**config.mk**
```make
export PLATFORM = sky130hd
export DESIGN_NAME = flash_frame_programmer
export DESIGN_NICKNAME = d
export VERILOG_FILES = /design/src/hw/rtl/ffp_pkg.sv /design/src/hw/rtl/ffp_front.sv /design/src/hw/rtl/ffp_queue.sv /design/src/hw/rtl/ffp_back.sv /design/src/hw/rtl/flash_frame_programmer.sv
export SDC_FILE = /design/constraint.sdc
export NUM_CORES = 1
export LEC_CHECK = 0
export BUFFER_PORTS_ARGS = -buffer_cell sky130_fd_sc_hd__buf_2
export CORE_MARGIN = 4
export CORE_UTILIZATION = 59
export DETAILED_ROUTE_END_ITERATION = 8
export PLACE_DENSITY = 0.8
export SYNTH_ARGS = -nofsm -noshare
export SYNTH_HDL_FRONTEND = slang
export SYNTH_SLANG_ARGS = --single-unit
export TNS_END_PERCENT = 50
```
**constraint.sdc**
```tcl
create_clock -name clk -period 5.22 [get_ports clk]
set_input_delay 1.305 -clock clk [delete_from_list [all_inputs] [get_ports clk]]
set_output_delay 1.305 -clock clk [all_outputs]
set_load 0.005 [all_outputs]
```
**src/hw/rtl/ffp_pkg.sv**
```systemverilog
`timescale 1ns / 1ps

package ffp_pkg;

  // Default sizes of a flash page and of one programming frame, in bytes.
  localparam int DEF_PAGE_BYTES  = 64;
  localparam int DEF_FRAME_BYTES = 16;

  // Depth of the command queue between front and back end.
  localparam int QUEUE_DEPTH = 4;

  // Register reset values.
  localparam logic [15:0] DEF_BOOT_START = 16'd7168;
  localparam logic [15:0] DEF_VECTOR     = 16'd0;

  localparam logic [15:0] CRC_INIT    = 16'hFFFF;
  localparam logic [15:0] CRC_POLY    = 16'hA001;
  localparam logic [15:0] JUMP_OPCODE = 16'hC000;

  // Input modes.
  localparam logic [1:0] MODE_SET_ADDR = 2'd0;
  localparam logic [1:0] MODE_DATA     = 2'd1;
  localparam logic [1:0] MODE_CHECK    = 2'd2;
  localparam logic [1:0] MODE_ERASE    = 2'd3;

  // Flash operations on the result stream.
  localparam logic [1:0] OP_NONE  = 2'd0;
  localparam logic [1:0] OP_FILL  = 2'd1;
  localparam logic [1:0] OP_WRITE = 2'd2;
  localparam logic [1:0] OP_ERASE = 2'd3;

  // Command kinds held in the queue.
  localparam logic [1:0] CMD_FILL  = 2'd0;
  localparam logic [1:0] CMD_CHECK = 2'd1;
  localparam logic [1:0] CMD_ERASE = 2'd2;

  // Register indexes on the configuration port.
  localparam logic REG_BOOT_START = 1'b0;
  localparam logic REG_VECTOR     = 1'b1;

  // One classified command: everything the back end needs to emit its results.
  typedef struct packed {
    logic [1:0]  kind;
    logic [15:0] addr;   // fill address, or page start of a write
    logic [15:0] word;   // fill word, or jump opcode for an erase
    logic        ok;     // frame check passed
    logic        wr;     // frame check is preceded by a page write
  } cmd_t;

  // One result item.
  typedef struct packed {
    logic [1:0]  op;
    logic [15:0] addr;
    logic [15:0] word;
    logic        sv;
    logic        ok;
    logic        last;
  } result_t;

  // Reflected CRC-16 update over one byte.
  function automatic logic [15:0] ffp_crc16_byte(input logic [15:0] crc_in,
                                                  input logic [7:0] data);
    logic [15:0] crc;
    crc = crc_in ^ {8'h00, data};
    for (int i = 0; i < 8; i++) begin
      if (crc[0]) begin
        crc = (crc >> 1) ^ CRC_POLY;
      end else begin
        crc = crc >> 1;
      end
    end
    return crc;
  endfunction

  // CRC-16 update over one word, low byte first.
  function automatic logic [15:0] ffp_crc16_word(input logic [15:0] crc_in,
                                                  input logic [15:0] data);
    logic [15:0] crc;
    crc = ffp_crc16_byte(crc_in, data[7:0]);
    crc = ffp_crc16_byte(crc, data[15:8]);
    return crc;
  endfunction

  // Relative jump from the reset vector into the boot section.
  function automatic logic [15:0] ffp_jump_word(input logic [15:0] boot_start);
    logic [15:0] offset;
    offset = (boot_start >> 1) - 16'd1;
    return JUMP_OPCODE | offset;
  endfunction

endpackage

```
**src/hw/rtl/ffp_front.sv**
```systemverilog
`timescale 1ns / 1ps

module ffp_front #(
  parameter int PAGE_BYTES  = ffp_pkg::DEF_PAGE_BYTES,
  parameter int FRAME_BYTES = ffp_pkg::DEF_FRAME_BYTES
) (
  input  logic               clk,
  input  logic               rst,
  input  logic               s_tvalid,
  output logic               s_tready,
  input  logic [15:0]        s_tdata,   // data_word
  input  logic [1:0]         s_tuser,   // mode
  input  logic [15:0]        boot_start_address,
  input  logic [15:0]        vector_address,
  input  logic               q_full,
  output logic               q_push,
  output ffp_pkg::cmd_t      q_cmd
);
  import ffp_pkg::*;

  localparam int FRAME_WORDS = (FRAME_BYTES + 1) / 2;
  localparam int CNT_W       = $clog2(FRAME_WORDS + 1);
  localparam logic [15:0] PAGE_MASK = 16'(PAGE_BYTES - 1);
  localparam logic [15:0] PAGE_SPAN = 16'(PAGE_BYTES);
  localparam logic [CNT_W-1:0] FULL_COUNT = CNT_W'(FRAME_WORDS);

  logic [15:0]      page_address;
  logic [15:0]      frame_address;
  logic [15:0]      running_crc;
  logic [CNT_W-1:0] words_in_frame;

  logic             accept;
  logic             first_word;
  logic             frame_full;
  logic [15:0]      crc_base;
  logic [15:0]      crc_next;
  logic [15:0]      fill_addr;
  logic [15:0]      fill_word;
  logic [15:0]      jump;
  logic             crc_match;
  logic [15:0]      page_start;
  logic             write_page;

  // An item is taken whenever the queue has room for its command.
  assign s_tready = !q_full;
  assign accept   = s_tvalid && s_tready;

  // Data word path: the first word of a frame restarts CRC and address.
  assign first_word = (words_in_frame == '0);
  assign frame_full = (words_in_frame == FULL_COUNT);
  assign crc_base   = first_word ? CRC_INIT : running_crc;
  assign fill_addr  = first_word ? page_address : frame_address;
  assign crc_next   = ffp_crc16_word(crc_base, s_tdata);
  assign jump       = ffp_jump_word(boot_start_address);
  assign fill_word  = (fill_addr == vector_address) ? jump : s_tdata;

  // Check word path: a complete frame with a matching CRC is accepted.
  assign crc_match  = frame_full && (running_crc == s_tdata);
  assign page_start = frame_address - PAGE_SPAN;
  assign write_page = crc_match && ((frame_address & PAGE_MASK) == 16'd0) &&
                      (page_start < boot_start_address);

  // Classify the item into a queue command.
  always_comb begin
    q_push     = 1'b0;
    q_cmd.kind = CMD_FILL;
    q_cmd.addr = fill_addr;
    q_cmd.word = fill_word;
    q_cmd.ok   = 1'b0;
    q_cmd.wr   = 1'b0;
    unique case (s_tuser)
      MODE_SET_ADDR: begin
        q_push = 1'b0;
      end
      MODE_DATA: begin
        q_push = accept && !frame_full;
      end
      MODE_CHECK: begin
        q_push     = accept;
        q_cmd.kind = CMD_CHECK;
        q_cmd.addr = page_start;
        q_cmd.word = 16'd0;
        q_cmd.ok   = crc_match;
        q_cmd.wr   = write_page;
      end
      MODE_ERASE: begin
        q_push     = accept;
        q_cmd.kind = CMD_ERASE;
        q_cmd.addr = 16'd0;
        q_cmd.word = jump;
      end
      default: begin
        q_push = 1'b0;
      end
    endcase
  end

  // Frame and page state.
  always_ff @(posedge clk) begin
    if (rst) begin
      page_address   <= 16'd0;
      frame_address  <= 16'd0;
      running_crc    <= CRC_INIT;
      words_in_frame <= '0;
    end else if (accept) begin
      case (s_tuser)
        MODE_SET_ADDR: begin
          page_address   <= s_tdata & ~PAGE_MASK;
          words_in_frame <= '0;
        end
        MODE_DATA: begin
          if (!frame_full) begin
            running_crc    <= crc_next;
            frame_address  <= fill_addr + 16'd2;
            words_in_frame <= words_in_frame + 1'b1;
          end
        end
        MODE_CHECK: begin
          words_in_frame <= '0;
          if (crc_match) begin
            page_address <= frame_address;
          end
        end
        default: begin
        end
      endcase
    end
  end

endmodule

```
**src/hw/rtl/ffp_queue.sv**
```systemverilog
`timescale 1ns / 1ps

module ffp_queue (
  input  logic          clk,
  input  logic          rst,
  input  logic          push,
  input  ffp_pkg::cmd_t push_cmd,
  input  logic          pop,
  output ffp_pkg::cmd_t head,
  output logic          empty,
  output logic          full
);
  import ffp_pkg::*;

  localparam int PTR_W = $clog2(QUEUE_DEPTH);
  localparam logic [PTR_W:0] DEPTH_COUNT = (PTR_W + 1)'(QUEUE_DEPTH);

  cmd_t             entries [QUEUE_DEPTH];
  logic [PTR_W-1:0] wr_ptr;
  logic [PTR_W-1:0] rd_ptr;
  logic [PTR_W:0]   count;

  assign empty = (count == '0);
  assign full  = (count == DEPTH_COUNT);
  assign head  = entries[rd_ptr];

  // Command storage.
  always_ff @(posedge clk) begin
    if (push) begin
      entries[wr_ptr] <= push_cmd;
    end
  end

  // Pointers and fill level.
  always_ff @(posedge clk) begin
    if (rst) begin
      wr_ptr <= '0;
      rd_ptr <= '0;
      count  <= '0;
    end else begin
      if (push) begin
        wr_ptr <= wr_ptr + 1'b1;
      end
      if (pop) begin
        rd_ptr <= rd_ptr + 1'b1;
      end
      if (push && !pop) begin
        count <= count + 1'b1;
      end else if (pop && !push) begin
        count <= count - 1'b1;
      end
    end
  end

endmodule

```
**src/hw/rtl/ffp_back.sv**
```systemverilog
`timescale 1ns / 1ps

module ffp_back (
  input  logic          clk,
  input  logic          rst,
  input  ffp_pkg::cmd_t head,
  input  logic          empty,
  output logic          pop,
  output logic          m_tvalid,
  input  logic          m_tready,
  output logic [39:0]   m_tdata,   // flash_address, flash_word, frame_ok, zero fill
  output logic [2:0]    m_tuser,   // flash_op, status_valid
  output logic          m_tlast    // last
);
  import ffp_pkg::*;

  logic [1:0] step;
  logic       load;
  result_t    res;
  result_t    out_reg;

  // Expand the head command into its result items, one per step.
  always_comb begin
    res = '0;
    unique case (head.kind)
      CMD_FILL: begin
        res.op   = OP_FILL;
        res.addr = head.addr;
        res.word = head.word;
        res.last = 1'b1;
      end
      CMD_CHECK: begin
        if (head.wr && step == 2'd0) begin
          res.op   = OP_WRITE;
          res.addr = head.addr;
        end else begin
          res.sv   = 1'b1;
          res.ok   = head.ok;
          res.last = 1'b1;
        end
      end
      CMD_ERASE: begin
        if (step == 2'd0) begin
          res.op = OP_ERASE;
        end else if (step == 2'd1) begin
          res.op   = OP_FILL;
          res.word = head.word;
        end else begin
          res.op   = OP_WRITE;
          res.last = 1'b1;
        end
      end
      default: begin
        res.last = 1'b1;
      end
    endcase
  end

  // Output register takes a new result whenever it is empty or being drained.
  assign load = !empty && (!m_tvalid || m_tready);
  assign pop  = load && res.last;

  always_ff @(posedge clk) begin
    if (rst) begin
      m_tvalid <= 1'b0;
      step     <= 2'd0;
    end else begin
      if (load) begin
        m_tvalid <= 1'b1;
      end else if (m_tready) begin
        m_tvalid <= 1'b0;
      end
      if (pop) begin
        step <= 2'd0;
      end else if (load) begin
        step <= step + 2'd1;
      end
    end
  end

  always_ff @(posedge clk) begin
    if (load) begin
      out_reg <= res;
    end
  end

  assign m_tdata = {7'd0, out_reg.ok, out_reg.word, out_reg.addr};
  assign m_tuser = {out_reg.sv, out_reg.op};
  assign m_tlast = out_reg.last;

endmodule

```
**src/hw/rtl/flash_frame_programmer.sv**
```systemverilog
`timescale 1ns / 1ps

// Command engine of a page-programming bootloader. Each input transaction carries a mode in
// s_tuser and a 16-bit word in s_tdata; results leave as flash operations (fill, page write,
// erase) and frame status. A front end accepts one transaction per cycle as long as its
// four-entry command queue has room, updating page, frame and CRC-16 state in that cycle;
// address-set transactions and data words past a full frame yield no result. A back end
// drains the queue through a registered output stage at one result per cycle while m_tready
// is high: a data word yields one result, a CRC check one or two, an erase three. Sustained
// throughput is therefore one transaction per cycle for data words, limited by the
// back end's single output register for checks and erases. PAGE_BYTES must be a power
// of two. The two configuration registers are to be written over the APB port only while
// no transaction is in flight; the block itself does not enforce this.
module flash_frame_programmer #(
  parameter int PAGE_BYTES  = ffp_pkg::DEF_PAGE_BYTES,
  parameter int FRAME_BYTES = ffp_pkg::DEF_FRAME_BYTES
) (
  input  logic        clk,
  input  logic        rst,
  input  logic        s_tvalid,
  output logic        s_tready,
  input  logic [15:0] s_tdata,   // data_word
  input  logic [1:0]  s_tuser,   // mode
  output logic        m_tvalid,
  input  logic        m_tready,
  output logic [39:0] m_tdata,   // flash_address, flash_word, frame_ok, zero fill
  output logic [2:0]  m_tuser,   // flash_op, status_valid
  output logic        m_tlast,   // last
  input  logic        psel,
  input  logic        penable,
  input  logic        pwrite,
  input  logic [2:0]  paddr,
  input  logic [31:0] pwdata,
  output logic [31:0] prdata,
  output logic        pready
);
  import ffp_pkg::*;

  logic [15:0] boot_start_address;
  logic [15:0] vector_address;
  logic        cfg_write;
  logic        q_push;
  cmd_t        q_cmd;
  logic        q_pop;
  cmd_t        q_head;
  logic        q_empty;
  logic        q_full;

  // Configuration registers.
  assign pready    = 1'b1;
  assign cfg_write = psel && penable && pwrite && pready;

  always_ff @(posedge clk) begin
    if (rst) begin
      boot_start_address <= DEF_BOOT_START;
      vector_address     <= DEF_VECTOR;
    end else if (cfg_write) begin
      case (paddr[2])
        REG_BOOT_START: boot_start_address <= pwdata[15:0];
        REG_VECTOR:     vector_address     <= pwdata[15:0];
        default: begin
        end
      endcase
    end
  end

  assign prdata = {16'd0, (paddr[2] == REG_VECTOR) ? vector_address : boot_start_address};

  ffp_front #(
    .PAGE_BYTES (PAGE_BYTES),
    .FRAME_BYTES(FRAME_BYTES)
  ) u_front (
    .clk               (clk),
    .rst               (rst),
    .s_tvalid          (s_tvalid),
    .s_tready          (s_tready),
    .s_tdata           (s_tdata),
    .s_tuser           (s_tuser),
    .boot_start_address(boot_start_address),
    .vector_address    (vector_address),
    .q_full            (q_full),
    .q_push            (q_push),
    .q_cmd             (q_cmd)
  );

  ffp_queue u_queue (
    .clk     (clk),
    .rst     (rst),
    .push    (q_push),
    .push_cmd(q_cmd),
    .pop     (q_pop),
    .head    (q_head),
    .empty   (q_empty),
    .full    (q_full)
  );

  ffp_back u_back (
    .clk     (clk),
    .rst     (rst),
    .head    (q_head),
    .empty   (q_empty),
    .pop     (q_pop),
    .m_tvalid(m_tvalid),
    .m_tready(m_tready),
    .m_tdata (m_tdata),
    .m_tuser (m_tuser),
    .m_tlast (m_tlast)
  );

endmodule

```
# [After elaboration in Yosys (flattened, before gate mapping)]
# Memory sizes are Yosys's and may differ from the RTL's. A register that Yosys moved wholly into a read port is not among the register bits.
# Cells that the tools add are included.
[word_totals] inputBits=60 ram_bits=144 memories=1 regBits=131 elab_cells=146 output_inout_bits=79
[op_classes] magnitude_cmp=1 reduce_logical=38 n_eq_ne=12 n_addsub=9 n_bitwise=21 mux=47
[mem_list] memory="u_queue.entries" words=4 word_bits=36 read_ports=1 rd_clocked_by_memory_dff=1 write_ports=1 line_no="ffp_queue.sv:18" source="cmd_t entries [QUEUE_DEPTH];"
[ops] operator="$mux 16" n=23
[ops] operator="$pmux 16 s2" n=3
[ops] operator="$pmux 34 s2" n=1
[ops] operator="$not 2->3" n=16
[ops] operator="$eq 16x16->1" n=2
[ops] operator="$xor 16x8->16" n=2
[ops] operator="$mux 18" n=1
[ops] operator="$add 16x2->16 const B" n=1
[ops] operator="$logic_not 16->1" n=1
[ops] operator="$lt 16x16->1" n=1
[ops] operator="$sub 16x7->16 const B" n=1
[ops] operator="$sub 14x1->14 const B" n=1
[ops] operator="$logic_and 1x1->1" n=12
[ops] operator="$mux 2" n=5
[ops] operator="$mux 3" n=3
[ops] operator="$reduce_and 3->1" n=3
[ops] operator="$pmux 4 s2" n=1
[ops] operator="$reduce_bool 2->1" n=4
[ops] operator="$reduce_or 2->1" n=4
[ops] operator="$add 2x1->2 const B" n=3
[ops] operator="$eq 2x1->1 const B" n=3
[ops] operator="$eq 2x2->1 const B" n=3
[ops] operator="$logic_not 1->1" n=6
[ops] operator="$logic_not 2->1" n=3
[ops] operator="other kinds (17)" n=25

# [Longest topological paths before layout]
[logic_depth] word_depth=36 depth_mapped=14 depth_no_buf=12

# [Modules after synthesis]
# From an unflattened synthesis, not the netlist that was laid out.
[hier_totals] hier_cells=1155 hier_area_um2=14046.0
[modules_own_cells] mod="ffp_queue" instances=1 seq_area_each_um2=4504.3 cells_per_inst=232 area_each_um2=5677.9
[modules_own_cells] mod="ffp_front" instances=1 seq_area_each_um2=1041.0 cells_per_inst=640 area_each_um2=4951.0
[modules_own_cells] mod="ffp_back" instances=1 seq_area_each_um2=1171.1 cells_per_inst=118 area_each_um2=1722.9
[modules_own_cells] mod="flash_frame_programmer" instances=1 seq_area_each_um2=640.6 cells_per_inst=165 area_each_um2=1694.1

# [Least setup slack after synthesis]
# No wires, ideal clock.
[synth_path] path_kind="reg-to-reg" startpoint="register with a tool-made name" endpoint="register u_queue.count[2]" arrival_ns=3.643 setup_time_ns=0.070 required_ns=5.150 synth_period_minus_slack_ns=3.714 slack_ns=1.506 path_buffers=2 stages_incl_launch_ff=14 path_cell_list="dfxtp_1 -> clkbuf_1 -> buf_1 -> mux4_2 -> ha_1 -> a31oi_1 -> o21ai_1 -> nand2_1 -> ha_1 -> inv_1 -> fa_1 -> xor2_1 -> or3_1 -> a21oi_1"
[synth_rtl] element="end signal: assignment" line_no="ffp_queue.sv:48" source="count <= count + 1'b1;"
[synth_rtl] element="end signal: assignment" line_no="ffp_queue.sv:50" source="count <= count - 1'b1;"
[synth_rtl] element="end: declaration" line_no="ffp_queue.sv:21" source="logic [PTR_W:0] count;"

==> results <==
- The most common cell after layout, fill and taps aside is sky130_fd_sc_hd__edfxtp_1.
- In the routed design, unresolved DRC markers number 0.
- For this run, the register share of the synthesized area comes to 0.548.
- The final number of max-transition violations is 0.
- For the worst setup path, the data required time is 5.49 ns.
- The number of hold buffers added after CTS is 0.
- CTS built an H-tree with a depth of 1.
- The kind of end point of the critical path is a flop.
- Once layout is complete, the utilization of the core stands at 0.672.
- The origin of the critical flop-to-flop path is u_front.words_in_frame[0].
- The clock latency on the worst-skew pair is 0.55 ns.
- Of the total power, the share spent switching nets is 0.282.
- Setup repair after global routing left no endpoint under its margin.
- The total area inside the core boundary comes to 22,100 sq um.
- The worst path needs 3.93 ns of the cycle, external delays included.
- CTS placed an instance of sky130_fd_sc_hd__clkbuf_16 at the clock tree root.
- Of the total power, the clock network draws 0.300.
- The first-pass GRT wire length is 47,900 microns.
- The flow ran to the end, and the final reports show no timing, DRC or antenna violations.
- The detailed placer's ending HPWL is 20,800 microns.
- Summed over all failing endpoints, the final setup total negative slack is 0 ns.
- The end point of the most critical hold path is u_front.page_address[14].
- After the first detailed-routing iteration, the DRC count stood at 642.
- The tool flagged a number of max-cap violations equal to 0.
- The total congestion overflow after global routing is 0.
- The launch point of the worst hold path is u_front.page_address[14].
- The final hold slack is 0.450 ns.
- The floorplan step defined a die boundary enclosing 25,200 sq um.
- After floorplanning, the core was divided into 54 placement rows.
- For this configuration, the core starts out at a cell density of 0.607.
- In this run the remaining antenna-violating nets after routing total 0.
- Leaving out fill and tap cells, the most frequent cells in the layout are 181 x sky130_fd_sc_hd__edfxtp_1, 174 x sky130_fd_sc_hd__nand2_1, 96 x sky130_fd_sc_hd__buf_2, 95 x sky130_fd_sc_hd__dfxtp_1, 86 x sky130_fd_sc_hd__xnor2_1.
- The final setup violation count is 0.
- By startpoint and endpoint, the worst setup path is classified as reg -> reg.
- The power density over the cells is 406 nW/um^2.
- The power spent charging and discharging nets is 1700 uW.
- The worst register-to-register path ends at u_queue.entries[0][10].
- The number of gates resized after cts is 0.
- The most common flop cell mapped by yosys is sky130_fd_sc_hd__edfxtp_1.
- The synthesized design contains 277 register bits.
- The initial antenna violation count is 0.
- The overall power after layout is 6020 uW.
- The TritonCTS buffer count is 28.
- The post-detailed-route via-to-cell ratio is 5.78.
- In this run the count of I/O pins placed on the die edge is 139.
- Summed over all instances, the cell type with the most area after synthesis is sky130_fd_sc_hd__edfxtp_1.
- The vertical extent of the die is 159 microns.
- The cell-internal power is 4320 uW.
- The CTS tree is done.
- The pre-CTS setup slack is 1.35 ns.
- The layout overhead on the synthesized area is 10.6%.
- During placement, the flow inserted port buffers numbering 96.
- Of the available clock period, the critical path in the final layout requires 0.753.
- Ranked by total cell area, the synthesized netlist is headed by sky130_fd_sc_hd__edfxtp_1 40%, sky130_fd_sc_hd__dfxtp_1 14%, sky130_fd_sc_hd__mux4_2 6.0%.
- The count of final hold-check violations is 0.
- The net count of the finished layout is 1,350.
- In the final layout, the share of cells above drive strength 1 is 0.165.
- The min-delay analysis places its worst path in the category reg -> reg.
- The worst setup path is launched from a flop.
- The via count of the first global-routing pass is 8,762.
- The synthesized instance count is 1,184.
- The remaining max-slew budget at the tightest pin is 0.228.
- The number of library cell types mapped by synthesis is 56.
- Detailed routing inserted a total of 9,006 vias.
- The number of clock sinks seen by CTS is 277.
- Entering global routing, the biggest net connects 59 pins.
- A synthesized cell averages 11.3 sq um.
- The count of inserted antenna diode cells is 0.
- The combinational group share of total power is 0.225.
- The number of buffers between clock root and the deepest sink is 3.
- The worst-case IR drop observed on VDD is 0.273 mV.
- The per-cell routed wire length is 19.6 microns.
- The count of synthesis-stage warnings from yosys is 0.
- Along the worst path, the maximum fanout reaches 22.
- The floorplan step set the die width to 159 microns.
- The routed design has 30,500 microns of wire.
- The worst path meets setup with 1.29 ns of slack.
- The pin slew with the least headroom to its limit is 1.16 ns.
- The setup skew after layout is 0.0147 ns.
- The share of synthesized area in the top cell type comes to 0.405.
- The worst hold path passes through 2 cells.
- The total routing usage reported by global routing is 0.235.
- For flop-to-flop paths, the worst setup slack is 1.29 ns.
- The number of cells on the worst reg-to-reg path is 10.
- Routability-driven placement finished with a final weighted congestion of 0.897.
- The critical path starts at u_front.words_in_frame[0].
- The timing-limited maximum frequency is 254 MHz.
- Clock-pin slew was measured on the worst setup and hold paths at 0.06 ns.
- For this run, asynchronously set or reset flops after synthesis account for 0.
- The arrival time reported for the critical path endpoint is 4.20 ns.
- Once the clock tree was built, the setup fixing pass inserted 0 buffers.
- In this run the cell area of the synthesized design comes to 13,400 sq um.
- Yosys mapped a number of flops with a built-in enable equal to 181.
- Before antenna repair, the detailed router went through 5 iterations.
- For this design the static power due to leakage is 0.00535 uW.
- Of the total power, registers draw 0.475.
[worst max-delay path, stage by stage (launching register included)]
cell and delay [ns]:
sky130_fd_sc_hd__dfxtp_1 0.34, sky130_fd_sc_hd__inv_1 0.07, sky130_fd_sc_hd__ha_1 0.17, sky130_fd_sc_hd__nor3b_2 0.66, sky130_fd_sc_hd__buf_4 0.29, sky130_fd_sc_hd__mux2i_1 0.50, sky130_fd_sc_hd__xnor2_1 0.18, sky130_fd_sc_hd__nor4_2 0.23
sky130_fd_sc_hd__nand4_2 0.31, sky130_fd_sc_hd__and2_4 0.37, sky130_fd_sc_hd__o31ai_2 0.52
[power groups by stage]
| stage | combinational [uW] | sequential (uW) | clock (uW) |
|---|---|---|---|
| after detailed placement | 1350 | 2910 | 0 |
| after global routing | 1490 | 2900 | 1930 |
| after CTS | 1360 | 2870 | 1840 |
| after floorplan | 934 | 2880 | 0 |
| final | 1350 | 2860 | 1810 |
| after global placement | 1310 | 2890 | 0 |
[logic make-up (layout without fill, tap and decap cells)]
logic type | Yosys count | after routing | synth area share
AND/OR/NAND/NOR | 368 | 368 | 0.125
multiplexers | 58 | 58 | 0.0809
flip-flops | 277 | 277 | 0.548
other | 2 | 24 | 0.000560
XOR/XNOR | 124 | 124 | 0.0830
buffers and inverters | 133 | 204 | 0.0453
AO/OA/AOI/OAI | 190 | 190 | 0.0868
adder cells (fa/ha/maj) | 32 | 32 | 0.0304
[through the flow]
stage	cells	cell area, sq um
floorplan	1206	13500
global placement	1508	14000
detailed placement	1508	14000
CTS	1557	14800
global route	1557	14800
finish	1557	14800
[Yosys cell counts (all sizes together) (4+ instances only)]
master	instances
a21oi	85
nor4	9
inv	41
nor3	21
nand3	14
nor2	77
a21o	17
edfxtp	181
o31ai	9
ha	31
nand3b	4
nand2	174
xnor2	86
mux2i	20
nor2b	34
o21ai	46
a211o	17
a22o	4
and2	9
mux4	36
xor2	36
nor3b	4
dfxtp	96
nand4	9
clkbuf	55
buf	36
[cell type report]
| cell class | instances | area (sq um) |
|---|---|---|
| flip-flops and latches | 277 | 7360 |
| fillers | 1630 | 7250 |
| multi-input cells | 796 | 5540 |
| clock buffers | 36 | 741 |
| repair buffers | 113 | 608 |
| well taps | 280 | 350 |
| inverters | 42 | 158 |
| clock inverters | 13 | 81.3 |
[how the worst max path moves through the flow]
stage / cells after the start / to
finish: 10 / u_queue.entries[0][10]
global route: 9 / u_queue.entries[1][10]
CTS: 9 / u_queue.entries[0][10]
detailed placement: 11 / u_queue.count[2]
global placement: 9 / u_queue.count[2]
floorplan: 13 / u_queue.count[2]
[metal layers]
metal  share of wire  global-route usage  wire length [microns]
met3           0.056              0.0295                   1700
met1            0.42               0.314                  12800
met4           0.038              0.0828                   1170
met5               0                   0                      0
met2            0.49               0.401                  14900
[sequential cells by signal (all words and copies together) (netlist names), 2 cells and up, named ones only]
signal                  flops
u_front.words_in_frame      4
vector_address             16
u_back.m_tdata             33
u_queue.entries           144
boot_start_address         16
u_front.page_address       16
u_back.step                 2
u_back.m_tuser              3
u_queue.wr_ptr              2
u_front.frame_address      16
u_queue.rd_ptr              2
u_queue.count               3
u_front.running_crc        16
Power figures use the tool's default switching activity.
